File: src/sv/hcms_pkg.sv
// Shared types and constants for the Hilbert-curve matrix store.
// No dependencies; imported by every module of the block but hcms_ram.
package hcms_pkg;

  localparam int SIZE_W     = 7;    // matrix size register
  localparam int POS_W      = 7;    // internal cursor coordinate, holds any position below a size
  localparam int ROW_W      = 6;    // row and column fields on the ports
  localparam int REQ_W      = 3;
  localparam int IDX_OUT_W  = 12;
  localparam int WORD_W     = 32;
  localparam logic [SIZE_W-1:0] SIZE_RESET = 7'd64;

  typedef enum logic [REQ_W-1:0] {
    REQ_TELEPORT = 3'd0,
    REQ_LEFT     = 3'd1,
    REQ_RIGHT    = 3'd2,
    REQ_UP       = 3'd3,
    REQ_DOWN     = 3'd4,
    REQ_WRITE    = 3'd5
  } req_code_t;

  typedef struct packed {
    logic [REQ_W-1:0]         req_type;
    logic [ROW_W-1:0]         target_row;
    logic [ROW_W-1:0]         target_col;
    logic signed [WORD_W-1:0] write_data;
  } req_t;

  typedef struct packed {
    logic [ROW_W-1:0]         cursor_row;
    logic [ROW_W-1:0]         cursor_col;
    logic [IDX_OUT_W-1:0]     curve_index;
    logic signed [WORD_W-1:0] cursor_value;
    logic                     accepted;
  } resp_t;

  // controller -> datapath
  typedef struct packed {
    logic cap_en;     // latch the incoming request
    logic map_en;     // register target, bounds and curve index
    logic access_en;  // update cursor, issue memory read or write
    logic finish_en;  // refresh cache and load output register
  } dp_cmd_t;

  // datapath -> controller
  typedef struct packed {
    logic ok;         // request in range, valid while mapping
  } dp_sts_t;

endpackage

File: src/sv/hcms_ctrl.sv
// Request sequencer: capture, map, memory access, finish into output register.
// Depends on hcms_pkg.
module hcms_ctrl
  import hcms_pkg::*;
(
  input  logic    clk,
  input  logic    rst_n,
  input  logic    in_valid,
  output logic    in_stall,
  output logic    out_valid,
  input  logic    out_stall,
  input  dp_sts_t sts,
  output dp_cmd_t cmd
);

  typedef enum logic [1:0] {
    S_IDLE,
    S_MAP,
    S_ACCESS,
    S_FINISH
  } state_t;

  state_t state_r;
  logic   out_valid_r;
  logic   out_free;

  assign in_stall  = (state_r != S_IDLE);
  assign out_valid = out_valid_r;
  // output register can take a new result if empty or being drained
  assign out_free  = !out_valid_r || !out_stall;

  always_comb begin
    cmd           = '0;
    cmd.cap_en    = (state_r == S_IDLE) && in_valid;
    cmd.map_en    = (state_r == S_MAP);
    cmd.access_en = (state_r == S_ACCESS);
    cmd.finish_en = (state_r == S_FINISH) && out_free;
  end

  always_ff @(posedge clk) begin
    if (!rst_n) begin
      state_r     <= S_IDLE;
      out_valid_r <= 1'b0;
    end else begin
      if (cmd.finish_en) begin
        out_valid_r <= 1'b1;
      end else if (out_valid_r && !out_stall) begin
        out_valid_r <= 1'b0;
      end
      case (state_r)
        S_IDLE: begin
          if (in_valid) begin
            state_r <= S_MAP;
          end
        end
        S_MAP: begin
          // rejected requests have nothing to touch
          state_r <= sts.ok ? S_ACCESS : S_FINISH;
        end
        S_ACCESS: begin
          state_r <= S_FINISH;
        end
        S_FINISH: begin
          if (out_free) begin
            state_r <= S_IDLE;
          end
        end
        default: begin
          state_r <= S_IDLE;
        end
      endcase
    end
  end

  a_accept_maps: assert property (@(posedge clk) disable iff (!rst_n)
    (in_valid && !in_stall) |=> (state_r == S_MAP))
    else $error("accepted request did not enter mapping");

  a_reject_skips: assert property (@(posedge clk) disable iff (!rst_n)
    (state_r == S_MAP && !sts.ok) |=> (state_r == S_FINISH))
    else $error("rejected request went to memory access");

  a_finish_shows: assert property (@(posedge clk) disable iff (!rst_n)
    cmd.finish_en |=> (out_valid && state_r == S_IDLE))
    else $error("finished request not presented");

endmodule

File: config.mk
export PLATFORM = sky130hd
export DESIGN_NAME = hcms_ctrl
export DESIGN_NICKNAME = d
export VERILOG_FILES = /design/src/sv/hcms_pkg.sv /design/src/sv/hcms_ctrl.sv
export SDC_FILE = /design/constraint.sdc
export NUM_CORES = 1
export LEC_CHECK = 0
export BUFFER_PORTS_ARGS = -buffer_cell sky130_fd_sc_hd__buf_2
export CAP_MARGIN = 20
export CORE_AREA = 10 10 47 49
export DETAILED_ROUTE_END_ITERATION = 10
export DIE_AREA = 0 0 57 59
export HOLD_SLACK_MARGIN = 0.15
export PLACE_DENSITY = 0.37
export SYNTH_ARGS = -nofsm -noshare
export SYNTH_HDL_FRONTEND = slang
export SYNTH_SLANG_ARGS = --single-unit
File: constraint.sdc
create_clock -name clk -period 1.8 [get_ports clk]
set_input_delay 0.09 -clock clk [delete_from_list [all_inputs] [get_ports clk]]
set_output_delay 0.09 -clock clk [all_outputs]
set_load 0.02 [all_outputs]
After elaboration in Yosys (flattened, before gate mapping)
Index checks and enable logic that the tools add are counted.

Eq/ne operators: 5. Mux-type cells: 6. Reduce and logical (&&, ||, !) cells: 10.

Operator list (number): one-hot mux 2 bit (4 select lines) (1); equality test 2 bit (second input constant) (2); 2-to-1 mux 2 bit (2); != test 2 bit (second input constant) (2); nonzero test 2 bit (2); logical AND 1 bit (3); 2-to-1 mux 1 bit (3); equality test 2 x 1 -> 1 bit (second input constant) (1); logical NOT 1 bit (2); logical NOT 2 bit (1); AND reduction 2 bit (1); logical OR 1 bit (1).

Flip-flop bits (word level): 3.

Longest topological paths before layout
Word-level depth: 4. Gate-level depth with buffers: 5. Mapped depth without buffers: 5.

Least setup slack after synthesis
OpenSTA, ideal clock, no wires.

Kind: register to register. Start: register state_r[1]. End: register state_r[0]. Data arrival time: 1.249 ns. Required time: 1.678 ns. Slack: 0.430 ns. Stages on the path, launching flop included: 5. Path buffers: 0. Path through: dfxtp_1 -> inv_1 -> ha_1 -> a211o_1 -> o311a_1.

RTL lines: from (decl) (line hcms_ctrl.sv:23) `state_t state_r;`; from (signal assigned) (line hcms_ctrl.sv:58) `state_r <= sts.ok ? S_ACCESS : S_FINISH;`.

Worst setup path after layout
Start: register state_r[1]. End: register state_r[0].

Word-level cells in the longest chain between the ends: 3.

RTL lines: equality test 2 bit or logical NOT 2 bit (tied branches) (line hcms_ctrl.sv:50) `case (state_r)`; != test 2 bit (no line); AND reduction 2 bit (no line).

Several ways; a longest one is shown, not always the timed one. A chain may end at the register's enable or synchronous reset.

==> reports/metrics.yaml <==
core_sq_um: 1401
rsz0062_at_grt: "no"
hp-class: "in -> reg"
multi_input_area_sq_um: 161.4
overflow: 0
ys_types: 16
synth_nets: 35
synth_flop_cell: "dfxtp_1"
cts_root_buffer: "clkbuf_4"
first_global_vias: 221
timing.rr.start: "state_r[1]"
antenna_found_initial: 0
initial_core_util_pct: 16.88
min_to: "state_r[0]"
avgSynthCellArea_sq_um: 9.459
synth_area_sq_um: 236.5
post-cts-setup-buffers: 0
hpwl_microns: 484.1
layout.nets: 52
critPathRequiredTime_ns: 1.97
place_area_sq_um: 306.5
post_cts_resized: 0
synthTopCellsByArea: "ha_1 26%, dfxtp_1 25%, inv_1 6.3%, o31ai_2 5.3%, and3_4 4.8%"
r2r-end: "state_r[0]"
reg2reg_depth: 5
ys_seq_area_share_pct: 25.40
grt_start_max_net_pins: 6
path_class: "reg -> reg"
grt.total_usage_pct: 3.539
clk_latency_ns: 0.23
synth_commonest_cells: "5 x ha_1, 4 x inv_1, 3 x dfxtp_1"
ys_seq_elements: 3
nFillCells: 167
hold_slack_ns: 0.2837
wl_microns: 577
critPathMaxFanout: 5
netlist_instances: 25
yosysWarningCount: 0
hold_viol: 0
synth_edf_count: 0
synth.top_cell.area_share_pct: 26.46
seqCellArea_sq_um: 60.06
die_area_sq_um: 3363
max_slew_margin_pct: 87.08
via_count: 229
setup-tns-final_ns: 0
fmaxAchievable_ghz: 0.7141
async_reset_ff_share_pct: 0
area_delta_synth_final_pct: 49.21
finalMaxSlewViolations: 0
drc_errors: 0
portBuffers: 10
ctsHoldBuffers: 2
cts_tree: "yes"
die_w_microns: 57
htreeDepth: 1
fin_crit_ns: 1.400
fin_worst_skew_ns: 0.0007107
cp-start-kind: "flop"
min_from: "sts"
drive_above_1_share_pct: 39.02
min_period_over_period_pct: 77.80
io_pins: 11
powerDensity_nw_per_um2: 1467
leakage_nw: 0.1801
max-clock-path-buffers: 2
cts_made_buffers: 3
clkTransAtPathRegs_ns: 0.04
worstMarginPinSlew_ns: 0.1921
peakVddDrop_uv: 470.2
viasPerCell: 4.018
final_cell_area_sq_um: 352.8
routabilityCongestion: 0.7322
crit_arrival_ns: 1.57
wl_per_cell_microns: 10.12
rrSetupSlack_ns: 0.40
min_path_cells: 4
first_iter_violations: 1
rows: 14
yosysTopAreaCell: "ha_1"
cts.sinks: 3
setup_viol: 0
maxCapViolations: 0
yosysMostFrequentCell: "ha_1"
dr.pass1.iters: 2
grt_first_pass_wirelength_microns: 883
status: "finished, final reports clean"
die_h_microns: 59
diodes: 0
end_kind: "flop"
ant_nets: 0
## final cells by class
| type | count | area share (%) |
|---|---|---|
| sequential | 3 | 17.02 |
| tap | 16 | 5.674 |
| inverter | 4 | 4.255 |
| timing repair buffer | 12 | 19.86 |
| clock buffer | 4 | 7.447 |
| multi-input combinational | 18 | 45.74 |
## logic make-up after synthesis
logic type / synth area share (%)
AO/OA/AOI/OAI: 24.87
flip-flops: 25.40
adder cells (fa/ha/maj): 26.46
buffers and inverters: 6.347
AND/OR/NAND/NOR: 16.93
## through the flow
| stage | utilization, % | cells | total power [W] | setup slack [ns] |
|---|---|---|---|---|
| after floorplan | - | 25 | 0.0003239 | 0.4298 |
| after global placement | 21.88 | 51 | 0.0003984 | 0.4267 |
| after detailed placement | 21.88 | 51 | 0.0004048 | 0.4001 |
| after CTS | 25.18 | 57 | 0.0005311 | 0.3880 |
| after global routing | 25.18 | 57 | 0.0005662 | 0.3042 |
| final | 25.18 | 57 | 0.0005175 | 0.3996 |
## worst max-delay path, cell delays in order, from the launching register on
cell and delay (ns):
dfxtp_1 0.39, inv_1 0.10, ha_1 0.21, and2b_1 0.22, o31ai_2 0.22, o311a_1 0.19
## cells in the final DEF, fill, tap and decap left out, drive strengths merged
| cell | instances |
|---|---|
| ha | 5 |
| a21oi | 1 |
| nand2 | 1 |
| and2b | 1 |
| nor2 | 1 |
| a211o | 1 |
| buf | 10 |
| o211ai | 1 |
| and3 | 1 |
| clkbuf | 4 |
| and2 | 1 |
| inv | 4 |
| dlygate4sd3 | 2 |
| dfxtp | 3 |
| o31ai | 2 |
| a21boi | 1 |
| o311a | 1 |
| nor2b | 1 |
## worst max path at each step
stage	start	endpoint	slack (ns)	cells after the start
4_1_cts	state_r[1]	state_r[0]	0.39	5
6_report	state_r[1]	state_r[0]	0.40	5
3_3_place_gp	state_r[0]	state_r[0]	0.43	4
3_5_place_dp	state_r[1]	state_r[0]	0.40	5
5_1_grt	state_r[1]	state_r[0]	0.30	5
2_1_floorplan	state_r[1]	state_r[0]	0.43	4
## sequential cells by signal (all words and copies together), names as in the netlist
register,count
out_valid,1
state_r,2
## layer usage
metal / track usage, % / vias to the layer above / routed length, microns
met4: 4.027 / 0 / 4
met5: 0 / - / 0
met2: 4.341 / 7 / 255
met3: 2.575 / 2 / 51
met1: 3.550 / 102 / 266
li1: - / 118 / -
## report_power, final
group	switching [W]	internal, W	total, W
combinational	0.000176	0.000114	0.000290
sequential	0.0000228	0.0000892	0.000112
clock	0.0000327	0.0000829	0.000116
total	0.000231	0.000286	0.000517
Note: power is estimated with default switching activity, not from simulation.
